**src/hw/rtl/brle_pkg.sv**
```systemverilog
// Types and constants of the byte run-length encoder.
// No dependencies.
package brle_pkg;

  localparam int BYTE_W     = 8;
  localparam int CNT_W      = 7;            // packet length field of a header
  localparam int WORD_BYTES = 8;
  localparam int WORD_W     = BYTE_W * WORD_BYTES;
  localparam int FILL_W     = 4;            // 0..8 bytes in a word
  localparam logic [BYTE_W-1:0] RUN_FLAG = 8'h80;

  typedef enum logic [1:0] {
    MODE_START = 2'd0,
    MODE_RUN   = 2'd1,
    MODE_LIT   = 2'd2
  } pkt_mode_t;

  typedef enum logic [3:0] {
    DP_NONE,
    DP_LIT_APPEND,
    DP_LIT_START,
    DP_RUN_START,
    DP_RUN_INC,
    DP_RUN_HDR,
    DP_RUN_BYTE,
    DP_FL_HDR,
    DP_FL_DATA
  } dp_op_t;

  typedef enum logic [2:0] {
    ST_IDLE,
    ST_TAKE,
    ST_RUN_HDR,
    ST_RUN_BYTE,
    ST_FL_HDR,
    ST_FL_DATA,
    ST_END_CHECK,
    ST_FINISH
  } ctl_state_t;

  typedef enum logic [1:0] {
    RET_TAKE,
    RET_NEXT,
    RET_FINISH
  } flush_ret_t;

  typedef struct packed {
    logic   latch;    // capture the input word
    logic   pass;     // 0: held byte vs. new byte, 1: new byte as the final one
    dp_op_t op;
    logic   finish;   // close the burst, update lookahead
  } dp_cmd_t;

  typedef struct packed {
    logic      held_valid;
    logic      eq;
    pkt_mode_t mode;
    logic      lit_room;
    logic      lit_fill;
    logic      run_max;
    logic      lc_zero;
    logic      fl_last;
    logic      cur_end;
    logic      acc_busy;
    logic      put_ok;
    logic      close_ok;
  } dp_status_t;

endpackage

```
**src/hw/rtl/brle_in_if.sv**
```systemverilog
// Input channel of the encoder: one raw byte and its end mark per word.
// Depends on brle_pkg.
interface brle_in_if;
  import brle_pkg::*;

  logic              valid;
  logic              ready;
  logic [BYTE_W-1:0] data_byte;
  logic              stream_end;

  modport source (output valid, data_byte, stream_end, input ready);
  modport sink   (input valid, data_byte, stream_end, output ready);
endinterface

```
**src/hw/rtl/brle_out_if.sv**
```systemverilog
// Output channel of the encoder: up to eight packed encoded bytes per word.
// Depends on brle_pkg.
interface brle_out_if;
  import brle_pkg::*;

  logic              valid;
  logic              ready;
  logic [WORD_W-1:0] packed_bytes;
  logic [FILL_W-1:0] byte_count;
  logic              last_of_burst;
  logic              stream_done;

  modport source (output valid, packed_bytes, byte_count, last_of_burst, stream_done,
                  input ready);
  modport sink   (input valid, packed_bytes, byte_count, last_of_burst, stream_done,
                  output ready);
endinterface

```
**src/hw/rtl/brle_datapath.sv**
```systemverilog
// Encoder datapath: lookahead byte, run/literal counters, literal store,
// byte packer and output register. Depends on brle_pkg.
module brle_datapath #(
  parameter int MAX_PACKET = 127
) (
  input  logic                         clk,
  input  logic                         rst,
  input  brle_pkg::dp_cmd_t            cmd,
  output brle_pkg::dp_status_t         st,
  input  logic [brle_pkg::BYTE_W-1:0]  data_byte,
  input  logic                         stream_end,
  output logic                         pkt_valid,
  input  logic                         pkt_ready,
  output logic [brle_pkg::WORD_W-1:0]  packed_bytes,
  output logic [brle_pkg::FILL_W-1:0]  byte_count,
  output logic                         last_of_burst,
  output logic                         stream_done
);
  import brle_pkg::*;

  localparam int AW = (MAX_PACKET > 1) ? $clog2(MAX_PACKET) : 1;
  localparam logic [CNT_W-1:0] MAX_CNT  = CNT_W'(MAX_PACKET);
  localparam logic [FILL_W-1:0] FULL    = FILL_W'(WORD_BYTES);

  logic [BYTE_W-1:0] cur_byte;
  logic              cur_end;
  logic [BYTE_W-1:0] held_byte;
  logic              held_valid;
  logic [CNT_W-1:0]  run_count;
  logic [CNT_W-1:0]  literal_count;
  logic [CNT_W-1:0]  rd_idx;
  pkt_mode_t         packet_mode;

  logic [BYTE_W-1:0] lit_mem [MAX_PACKET];
  logic [BYTE_W-1:0] rd_data;
  logic              wr_en;
  logic [AW-1:0]     wr_addr;
  logic              rd_en;
  logic [AW-1:0]     rd_addr;

  logic [WORD_W-1:0] acc_word;
  logic [FILL_W-1:0] acc_cnt;

  logic [BYTE_W-1:0] cur_c;
  logic              put_en;
  logic [BYTE_W-1:0] put_byte;
  logic              push_mid;
  logic              push_fin;
  logic              pkt_free;

  assign cur_c    = cmd.pass ? cur_byte : held_byte;
  assign pkt_free = !pkt_valid || pkt_ready;

  always_comb begin
    st.held_valid = held_valid;
    st.eq         = !cmd.pass && (held_byte == cur_byte);
    st.mode       = packet_mode;
    st.lit_room   = literal_count < MAX_CNT;
    st.lit_fill   = literal_count == MAX_CNT - CNT_W'(1);
    st.run_max    = run_count >= MAX_CNT;
    st.lc_zero    = literal_count == '0;
    st.fl_last    = rd_idx == literal_count;
    st.cur_end    = cur_end;
    st.acc_busy   = acc_cnt != '0;
    st.put_ok     = (acc_cnt != FULL) || pkt_free;
    st.close_ok   = (acc_cnt == '0) || pkt_free;
  end

  // byte emission and store access for the current command
  always_comb begin
    put_en   = 1'b0;
    put_byte = cur_c;
    wr_en    = 1'b0;
    wr_addr  = literal_count[AW-1:0];
    rd_en    = 1'b0;
    rd_addr  = rd_idx[AW-1:0];
    unique case (cmd.op)
      DP_LIT_APPEND: wr_en = 1'b1;
      DP_LIT_START: begin
        wr_en   = 1'b1;
        wr_addr = '0;
      end
      DP_RUN_HDR: begin
        put_en   = 1'b1;
        put_byte = RUN_FLAG | {1'b0, run_count};
      end
      DP_RUN_BYTE: put_en = 1'b1;
      DP_FL_HDR: begin
        put_en   = 1'b1;
        put_byte = {1'b0, literal_count};
        rd_en    = 1'b1;
        rd_addr  = '0;
      end
      DP_FL_DATA: begin
        put_en   = 1'b1;
        put_byte = rd_data;
        rd_en    = !st.fl_last;
      end
      default: ;
    endcase
  end

  assign push_mid = put_en && (acc_cnt == FULL);
  assign push_fin = cmd.finish && (acc_cnt != '0);

  always_ff @(posedge clk) begin
    if (wr_en) lit_mem[wr_addr] <= cur_c;
    if (rd_en) rd_data <= lit_mem[rd_addr];
  end

  always_ff @(posedge clk) begin
    if (cmd.latch) begin
      cur_byte <= data_byte;
      cur_end  <= stream_end;
    end
  end

  always_ff @(posedge clk) begin
    if (rst) begin
      held_byte     <= '0;
      held_valid    <= 1'b0;
      run_count     <= '0;
      literal_count <= '0;
      rd_idx        <= '0;
      packet_mode   <= MODE_START;
    end else begin
      unique case (cmd.op)
        DP_LIT_APPEND: literal_count <= literal_count + CNT_W'(1);
        DP_LIT_START: begin
          literal_count <= CNT_W'(1);
          packet_mode   <= MODE_LIT;
        end
        DP_RUN_START: begin
          run_count   <= CNT_W'(2);
          packet_mode <= MODE_RUN;
        end
        DP_RUN_INC: run_count <= run_count + CNT_W'(1);
        DP_RUN_BYTE: begin
          run_count     <= '0;
          literal_count <= '0;
          packet_mode   <= MODE_LIT;
        end
        DP_FL_HDR: begin
          rd_idx <= CNT_W'(1);
          if (st.lc_zero) packet_mode <= MODE_START;
        end
        DP_FL_DATA: begin
          if (st.fl_last) begin
            literal_count <= '0;
            packet_mode   <= MODE_START;
          end else begin
            rd_idx <= rd_idx + CNT_W'(1);
          end
        end
        default: ;
      endcase
      if (cmd.finish) begin
        if (cur_end) begin
          held_byte     <= '0;
          held_valid    <= 1'b0;
          run_count     <= '0;
          literal_count <= '0;
          packet_mode   <= MODE_START;
        end else begin
          held_byte  <= cur_byte;
          held_valid <= 1'b1;
        end
      end
    end
  end

  // packer: a full word is pushed only when a ninth byte arrives, so the
  // final word of a burst can still carry its last flag
  always_ff @(posedge clk) begin
    if (rst) begin
      acc_cnt <= '0;
    end else if (put_en) begin
      if (acc_cnt == '0 || acc_cnt == FULL) begin
        acc_word <= WORD_W'(put_byte);
        acc_cnt  <= FILL_W'(1);
      end else begin
        acc_word[{acc_cnt[2:0], 3'b000} +: BYTE_W] <= put_byte;
        acc_cnt <= acc_cnt + FILL_W'(1);
      end
    end else if (push_fin) begin
      acc_cnt <= '0;
    end
  end

  always_ff @(posedge clk) begin
    if (rst) begin
      pkt_valid <= 1'b0;
    end else if (push_mid || push_fin) begin
      pkt_valid <= 1'b1;
    end else if (pkt_ready) begin
      pkt_valid <= 1'b0;
    end
  end

  always_ff @(posedge clk) begin
    if (push_mid || push_fin) begin
      packed_bytes  <= acc_word;
      byte_count    <= acc_cnt;
      last_of_burst <= push_fin;
      stream_done   <= push_fin && cur_end;
    end
  end

endmodule

```
**src/hw/rtl/brle_controller.sv**
```systemverilog
// Encoder sequencer: walks each input word through packet decisions,
// run and literal emission, and burst close. Depends on brle_pkg.
module brle_controller (
  input  logic                  clk,
  input  logic                  rst,
  input  logic                  in_valid,
  output logic                  in_ready,
  input  brle_pkg::dp_status_t  st,
  output brle_pkg::dp_cmd_t     cmd
);
  import brle_pkg::*;

  ctl_state_t state, state_next;
  logic       pass, pass_next;
  flush_ret_t ret, ret_next;

  ctl_state_t done_state;
  logic       done_pass;

  // where a finished byte decision leads
  assign done_state = (!pass && st.cur_end) ? ST_TAKE :
                      (!pass ? ST_FINISH : ST_END_CHECK);
  assign done_pass  = pass | st.cur_end;

  always_ff @(posedge clk) begin
    if (rst) begin
      state <= ST_IDLE;
      pass  <= 1'b0;
      ret   <= RET_TAKE;
    end else begin
      state <= state_next;
      pass  <= pass_next;
      ret   <= ret_next;
    end
  end

  always_comb begin
    state_next = state;
    pass_next  = pass;
    ret_next   = ret;
    in_ready   = 1'b0;
    cmd.latch  = 1'b0;
    cmd.pass   = pass;
    cmd.op     = DP_NONE;
    cmd.finish = 1'b0;

    unique case (state) inside
      ST_IDLE: begin
        in_ready = 1'b1;
        if (in_valid) begin
          cmd.latch  = 1'b1;
          pass_next  = 1'b0;
          state_next = ST_TAKE;
        end
      end

      ST_TAKE: begin
        state_next = done_state;
        pass_next  = done_pass;
        if (!pass && !st.held_valid) begin
          // nothing held yet: decision is empty
        end else begin
          case (st.mode)
            MODE_LIT: begin
              if (!st.eq && st.lit_room) begin
                cmd.op = DP_LIT_APPEND;
                if (st.lit_fill) begin
                  ret_next   = RET_NEXT;
                  state_next = ST_FL_HDR;
                  pass_next  = pass;
                end
              end else begin
                ret_next   = RET_TAKE;
                state_next = ST_FL_HDR;
                pass_next  = pass;
              end
            end
            MODE_RUN: begin
              if (st.eq && !st.run_max) begin
                cmd.op = DP_RUN_INC;
              end else begin
                state_next = ST_RUN_HDR;
                pass_next  = pass;
              end
            end
            default: begin
              cmd.op = st.eq ? DP_RUN_START : DP_LIT_START;
            end
          endcase
        end
        // quiet word: close right here
        if (state_next == ST_FINISH && !st.acc_busy) begin
          cmd.finish = 1'b1;
          state_next = ST_IDLE;
        end
      end

      ST_RUN_HDR: begin
        if (st.put_ok) begin
          cmd.op     = DP_RUN_HDR;
          state_next = ST_RUN_BYTE;
        end
      end

      ST_RUN_BYTE: begin
        if (st.put_ok) begin
          cmd.op     = DP_RUN_BYTE;
          state_next = done_state;
          pass_next  = done_pass;
        end
      end

      ST_FL_HDR, ST_FL_DATA: begin
        if (st.put_ok) begin
          cmd.op = (state == ST_FL_HDR) ? DP_FL_HDR : DP_FL_DATA;
          if ((state == ST_FL_HDR) ? st.lc_zero : st.fl_last) begin
            case (ret)
              RET_TAKE:   state_next = ST_TAKE;
              RET_NEXT: begin
                state_next = done_state;
                pass_next  = done_pass;
              end
              default:    state_next = ST_FINISH;
            endcase
          end else begin
            state_next = ST_FL_DATA;
          end
        end
      end

      ST_END_CHECK: begin
        if (st.mode == MODE_LIT) begin
          ret_next   = RET_FINISH;
          state_next = ST_FL_HDR;
        end else begin
          state_next = ST_FINISH;
        end
      end

      ST_FINISH: begin
        if (st.close_ok) begin
          cmd.finish = 1'b1;
          state_next = ST_IDLE;
        end
      end

      default: state_next = ST_IDLE;
    endcase
  end

endmodule

```
**src/hw/rtl/byte_run_length_encoder.sv**
```systemverilog
// Channel    Dir  Word contents
// byte_in    in   data_byte[7:0], stream_end
// pkt_out    out  packed_bytes[63:0], byte_count[3:0], last_of_burst, stream_done
//
// A word that completes no packet is accepted and decided, and is closed in the
// decision step when the byte packer is empty. Each encoded byte passes through
// the byte packer; a run packet adds a header and its byte, a literal flush a
// header and one store read per byte, the end word its final take, flush, close.
// Output stalls hold the byte packer once a full word waits; input is taken
// again as soon as the burst is closed. Synchronous reset, no clearing pass.
// Depends on brle_pkg, brle_in_if, brle_out_if, brle_controller, brle_datapath.
module byte_run_length_encoder #(
  parameter int MAX_PACKET = 127
) (
  input  logic        clk,
  input  logic        rst,
  brle_in_if.sink     byte_in,
  brle_out_if.source  pkt_out
);
  import brle_pkg::*;

  dp_cmd_t    cmd;
  dp_status_t st;

  brle_controller u_ctl (
    .clk      (clk),
    .rst      (rst),
    .in_valid (byte_in.valid),
    .in_ready (byte_in.ready),
    .st       (st),
    .cmd      (cmd)
  );

  brle_datapath #(
    .MAX_PACKET (MAX_PACKET)
  ) u_dp (
    .clk           (clk),
    .rst           (rst),
    .cmd           (cmd),
    .st            (st),
    .data_byte     (byte_in.data_byte),
    .stream_end    (byte_in.stream_end),
    .pkt_valid     (pkt_out.valid),
    .pkt_ready     (pkt_out.ready),
    .packed_bytes  (pkt_out.packed_bytes),
    .byte_count    (pkt_out.byte_count),
    .last_of_burst (pkt_out.last_of_burst),
    .stream_done   (pkt_out.stream_done)
  );

endmodule

```
**src/flat_wrapper.sv**
```systemverilog
// flat-port wrapper written by rule: the top's interface ports become plain ports
module byte_run_length_encoder_flat import brle_pkg::*;
#(
  parameter int MAX_PACKET = 127
)
  (clk, rst, byte_in_valid, byte_in_data_byte, byte_in_stream_end, byte_in_ready, pkt_out_valid, pkt_out_packed_bytes, pkt_out_byte_count, pkt_out_last_of_burst, pkt_out_stream_done, pkt_out_ready);
  brle_in_if byte_in_i ();
  brle_out_if pkt_out_i ();
  input  logic clk;
  input  logic rst;
  input wire logic [$bits(byte_in_i.valid)-1:0] byte_in_valid;
  input wire logic [$bits(byte_in_i.data_byte)-1:0] byte_in_data_byte;
  input wire logic [$bits(byte_in_i.stream_end)-1:0] byte_in_stream_end;
  output wire logic [$bits(byte_in_i.ready)-1:0] byte_in_ready;
  output wire logic [$bits(pkt_out_i.valid)-1:0] pkt_out_valid;
  output wire logic [$bits(pkt_out_i.packed_bytes)-1:0] pkt_out_packed_bytes;
  output wire logic [$bits(pkt_out_i.byte_count)-1:0] pkt_out_byte_count;
  output wire logic [$bits(pkt_out_i.last_of_burst)-1:0] pkt_out_last_of_burst;
  output wire logic [$bits(pkt_out_i.stream_done)-1:0] pkt_out_stream_done;
  input wire logic [$bits(pkt_out_i.ready)-1:0] pkt_out_ready;
  assign byte_in_i.valid = byte_in_valid;
  assign byte_in_i.data_byte = byte_in_data_byte;
  assign byte_in_i.stream_end = byte_in_stream_end;
  assign byte_in_ready = byte_in_i.ready;
  assign pkt_out_valid = pkt_out_i.valid;
  assign pkt_out_packed_bytes = pkt_out_i.packed_bytes;
  assign pkt_out_byte_count = pkt_out_i.byte_count;
  assign pkt_out_last_of_burst = pkt_out_i.last_of_burst;
  assign pkt_out_stream_done = pkt_out_i.stream_done;
  assign pkt_out_i.ready = pkt_out_ready;
  byte_run_length_encoder #(.MAX_PACKET(MAX_PACKET)) u_core (.clk(clk), .rst(rst), .byte_in(byte_in_i), .pkt_out(pkt_out_i));
endmodule
```
**config.mk**
```make
export PLATFORM = sky130hd
export DESIGN_NAME = byte_run_length_encoder_flat
export DESIGN_NICKNAME = d
export VERILOG_FILES = /design/src/hw/rtl/brle_pkg.sv /design/src/hw/rtl/brle_in_if.sv /design/src/hw/rtl/brle_out_if.sv /design/src/hw/rtl/brle_datapath.sv /design/src/hw/rtl/brle_controller.sv /design/src/hw/rtl/byte_run_length_encoder.sv /design/src/flat_wrapper.sv
export SDC_FILE = /design/constraint.sdc
export NUM_CORES = 2
export LEC_CHECK = 0
export ABC_AREA = 1
export BUFFER_PORTS_ARGS = -buffer_cell sky130_fd_sc_hd__buf_2
export CAP_MARGIN = 10
export CORE_AREA = 5 5 305 307
export CTS_CLUSTER_DIAMETER = 120
export DETAILED_ROUTE_END_ITERATION = 8
export DIE_AREA = 0 0 310 312
export HOLD_SLACK_MARGIN = 0.15
export PLACE_DENSITY = 0.76
export SLEW_MARGIN = 25
export SYNTH_ARGS = -nofsm -noshare
export SYNTH_HDL_FRONTEND = slang
export SYNTH_SLANG_ARGS = --single-unit
```
**constraint.sdc**
```tcl
create_clock -name clk -period 7.44 [get_ports clk]
set_input_delay 1.116 -clock clk [delete_from_list [all_inputs] [get_ports clk]]
set_output_delay 1.116 -clock clk [all_outputs]
set_load 0.05 [all_outputs]
```
==> impl_metrics.env <==
export IMPL_status="completed"
export IMPL_dieWidth_um=310
export IMPL_htree_num_levels=3
export IMPL_post_cts_resized=0
export IMPL_ios=85
export IMPL_rr_startpoint="u_core.u_dp.acc_cnt[0]"
export IMPL_hpwl_um=68500
export IMPL_reg2regPathDepth=14
export IMPL_grt_first_pass_wirelength_um=188000
export IMPL_cts_clk_slew_worst_paths_ns=0.07
export IMPL_pwr_share_seq=0.493
export IMPL_antenna_found_initial=0
export IMPL_comb_power_share=0.158
export IMPL_place_congestion=0.869
export IMPL_cp_arrival_ns=5.73
export IMPL_synth_top_area_cell="edfxtp_1"
export IMPL_syn_inst=3817
export IMPL_worst_setup_path_type="reg2reg"
export IMPL_hp_start="u_core.u_dp.acc_word[6]"
export IMPL_worst_pin_slew_ns=1.10
export IMPL_crit_path_start_kind="flop"
export IMPL_p_int_mw=12.0
export IMPL_r2r_slack_ns=2.04
export IMPL_clock_sinks=1210
export IMPL_synth_edff_count=1167
export IMPL_yosysWarnings=0
export IMPL_swShare=0.285
export IMPL_period_share=0.726
export IMPL_netlist_area_mm2=0.0489
export IMPL_cts_hold_buffers=0
export IMPL_period_minus_slack_ns=5.40
export IMPL_firstDrtPassIters=6
export IMPL_gr_usage_all_layers=0.250
export IMPL_core_area_mm2=0.0897
export IMPL_crit_path_end_kind="flop"
export IMPL_power_leakage_nw=17.2
export IMPL_synthTopCellsByArea="edfxtp_1 72%, o21ai_0 5.6%, nor2_1 5.2%"
export IMPL_cp_max_fo=60
export IMPL_antenna_cells=0
export IMPL_areaGrowthSynthToFinish_pct=10.5
export IMPL_skew_ns=0.0383
export IMPL_fin_worst_hold_slack_ns=0.411
export IMPL_grt_max_degree=187
export IMPL_first_iter_violations=4901
export IMPL_cts_max_path_buffers=3
export IMPL_synth_seq_cells=1210
export IMPL_p_clk_frac=0.349
export IMPL_post_cts_buffers=0
export IMPL_first_global_vias=31200
export IMPL_peakVddDrop_v=0.000295
export IMPL_wl_um=124000
export IMPL_vias_per_cell=6.40
export IMPL_initial_utilization=0.545
export IMPL_rsz0062_at_grt="false"
export IMPL_grt_overflow_total=0
export IMPL_synth_top_area_frac=0.716
export IMPL_ys_seq_area_frac=0.734
export IMPL_switchingPower_mw=4.76
export IMPL_power_density_mw_per_mm2=309
export IMPL_clock_root_buffer="clkbuf_16"
export IMPL_io_buffers=84
export IMPL_vias=32500
export IMPL_setup_tns_ns=0
export IMPL_hp_class="reg2reg"
export IMPL_numCtsBuffers=116
export IMPL_slew_headroom=0.264
export IMPL_cp_required_ns=7.77
export IMPL_clock_latency_ns=0.70
export IMPL_hold_violations=0
export IMPL_wl_per_cell_um=24.4
export IMPL_finalMaxSlewViolations=0
export IMPL_num_nets_final=3832
export IMPL_synth_cell_types=49
export IMPL_synth_avg_cell_area_um2=12.8
export IMPL_dieHeight_um=312
export IMPL_whs_path_depth=0
export IMPL_tritoncts="built"
export IMPL_synth_ff_type="edfxtp_1"
export IMPL_maxCapViolCount=0
export IMPL_synth_nets=3840
export IMPL_num_rows=110
export IMPL_async_flop_share=0
export IMPL_hold_path_endpoint="u_core.u_dp.packed_bytes[6]"
export IMPL_drtAntennaViolNets=0
export IMPL_drc=0
export IMPL_fmax_ghz=0.185
export IMPL_drive_above_1_share=0.0986
export IMPL_reg2reg_to="u_core.u_dp.lit_mem[19][5]"
export IMPL_report_final_setup_viol=0
export IMPL_die_area_mm2=0.0967
## layout make-up
cell class / count / area, um^2
fill: 6665 / 35700
sequential: 1210 / 35900
tap: 1176 / 1470
inverter: 97 / 387
multi-input combinational: 2254 / 11700
timing repair buffer: 130 / 836
clock inverter: 77 / 738
clock buffer: 135 / 3020
## worst max-delay path, stage by stage (launching register included)
cell and delay, ns:
dfxtp_1 0.41, inv_1 0.13, ha_1 0.21, nand2_2 0.54
nor2_4 0.31, nand2_4 0.12, nand2_8 0.16, inv_2 0.15
nor4_4 0.36, nand2_4 0.10, nor2_4 0.42, nor2_2 0.17
inv_2 0.19, nand3_2 0.76, nor2_1 0.96
## per-stage QoR
stage,util,worst slack [ns],cells,power [mW],area [um^2]
floorplan,-,0.444,3817,10.2,48900
global placement,0.560,2.36,4867,10.9,50300
detailed placement,0.560,2.26,4867,11.0,50300
CTS,0.602,2.19,5079,16.7,54000
global route,0.603,1.74,5079,17.3,54100
finish,0.603,2.04,5079,16.7,54100
## cells in the mapped netlist, types with 2 or more instances
master and instances:
edfxtp_1 1167, nor2_1 676, o21ai_0 544, nand2_1 242
nand3_1 228, o221ai_1 199, clkbuf_1 171, a21oi_1 113
inv_1 79, o211ai_1 58, buf_2 47, o22ai_1 45
dfxtp_1 43, buf_1 22, nor3_1 22, inv_2 14
o21ai_1 14, buf_4 11, nand4_1 11, nor2_2 11
ha_1 10, nand2_2 8, nand3b_1 8, nand3_2 7
o2111ai_1 7, xor2_1 7, nand2_4 6, nor2_4 6
buf_6 4, nor4_1 4, a31oi_1 3, clkinv_2 3
nor3_2 3, nor3_4 3, or2_2 3, a22oi_1 2
a32oi_1 2, nand4_2 2, nor2_8 2
## registers in the layout, summed over array words and instances, names as in the netlist, 2 cells and up
register	flops
u_core.u_ctl.ret	2
u_core.u_ctl.state	3
u_core.u_dp.acc_cnt	4
u_core.u_dp.acc_word	64
u_core.u_dp.byte_count	4
u_core.u_dp.cur_byte	8
u_core.u_dp.held_byte	8
u_core.u_dp.lit_mem	1016
u_core.u_dp.literal_count	7
u_core.u_dp.packed_bytes	64
u_core.u_dp.packet_mode	2
u_core.u_dp.rd_data	8
u_core.u_dp.rd_idx	7
u_core.u_dp.run_count	7
## per-layer routing
metal	vias up	track usage	wire length, um
met1	15800	0.354	47300
met4	0	0.0883	4470
met5	-	0	0
met3	297	0.0502	13800
met2	2095	0.393	58500
li1	14300	-	-
## power groups by stage
stage                     combinational (mW)  sequential, mW  clock (mW)
after global placement                  2.52            8.38           0
after detailed placement                2.58            8.39           0
final                                   2.65            8.25        5.83
after floorplan                         1.65            8.51           0
after CTS                               2.59            8.24        5.86
after global routing                    2.84            8.26        6.16
## cells by family after synthesis
| kind of cell | after synthesis | share of synthesized area |
|---|---|---|
| compound gates | 991 | 0.122 |
| xor+xnor | 7 | 0.00125 |
| fa+ha+maj | 10 | 0.00256 |
| flops | 1210 | 0.734 |
| simple gates | 1246 | 0.110 |
| buf+inv | 353 | 0.0300 |
## worst max path at each step
stage	startpoint	slack, ns	end	cells past startpoint
after detailed placement	u_core.u_dp.acc_cnt[0]	2.26	u_core.u_dp.lit_mem[19][7]	14
final	u_core.u_dp.acc_cnt[0]	2.04	u_core.u_dp.lit_mem[19][5]	14
after floorplan	u_core.u_ctl.pass	0.44	u_core.u_dp.acc_word[14]	4
after CTS	u_core.u_dp.acc_cnt[0]	2.19	u_core.u_dp.lit_mem[19][3]	14
after global placement	u_core.u_dp.acc_cnt[0]	2.36	u_core.u_dp.lit_mem[67][3]	14
after global routing	u_core.u_dp.acc_cnt[0]	1.74	u_core.u_dp.lit_mem[19][3]	14
## layout by cell type, fill, tap and decap left out, drive strengths merged
cell	instances
clkbuf	135
inv	98
clkinvlp	4
o221ai	199
o32ai	1
o21ai	559
nand2	257
a21oi	113
nand3b	8
nand3	236
clkinv	60
o2111ai	7
buf	130
or2	3
o211ai	58
bufinv	12
nor3b	1
o22ai	45
nor2	695
a32oi	2
nor4	5
nor3	28
edfxtp	1167
a31oi	3
xor2	7
o21a	1
ha	10
a22oi	2
dfxtp	43
a21boi	1
nand4	13
(Power assumes the default switching activity.)
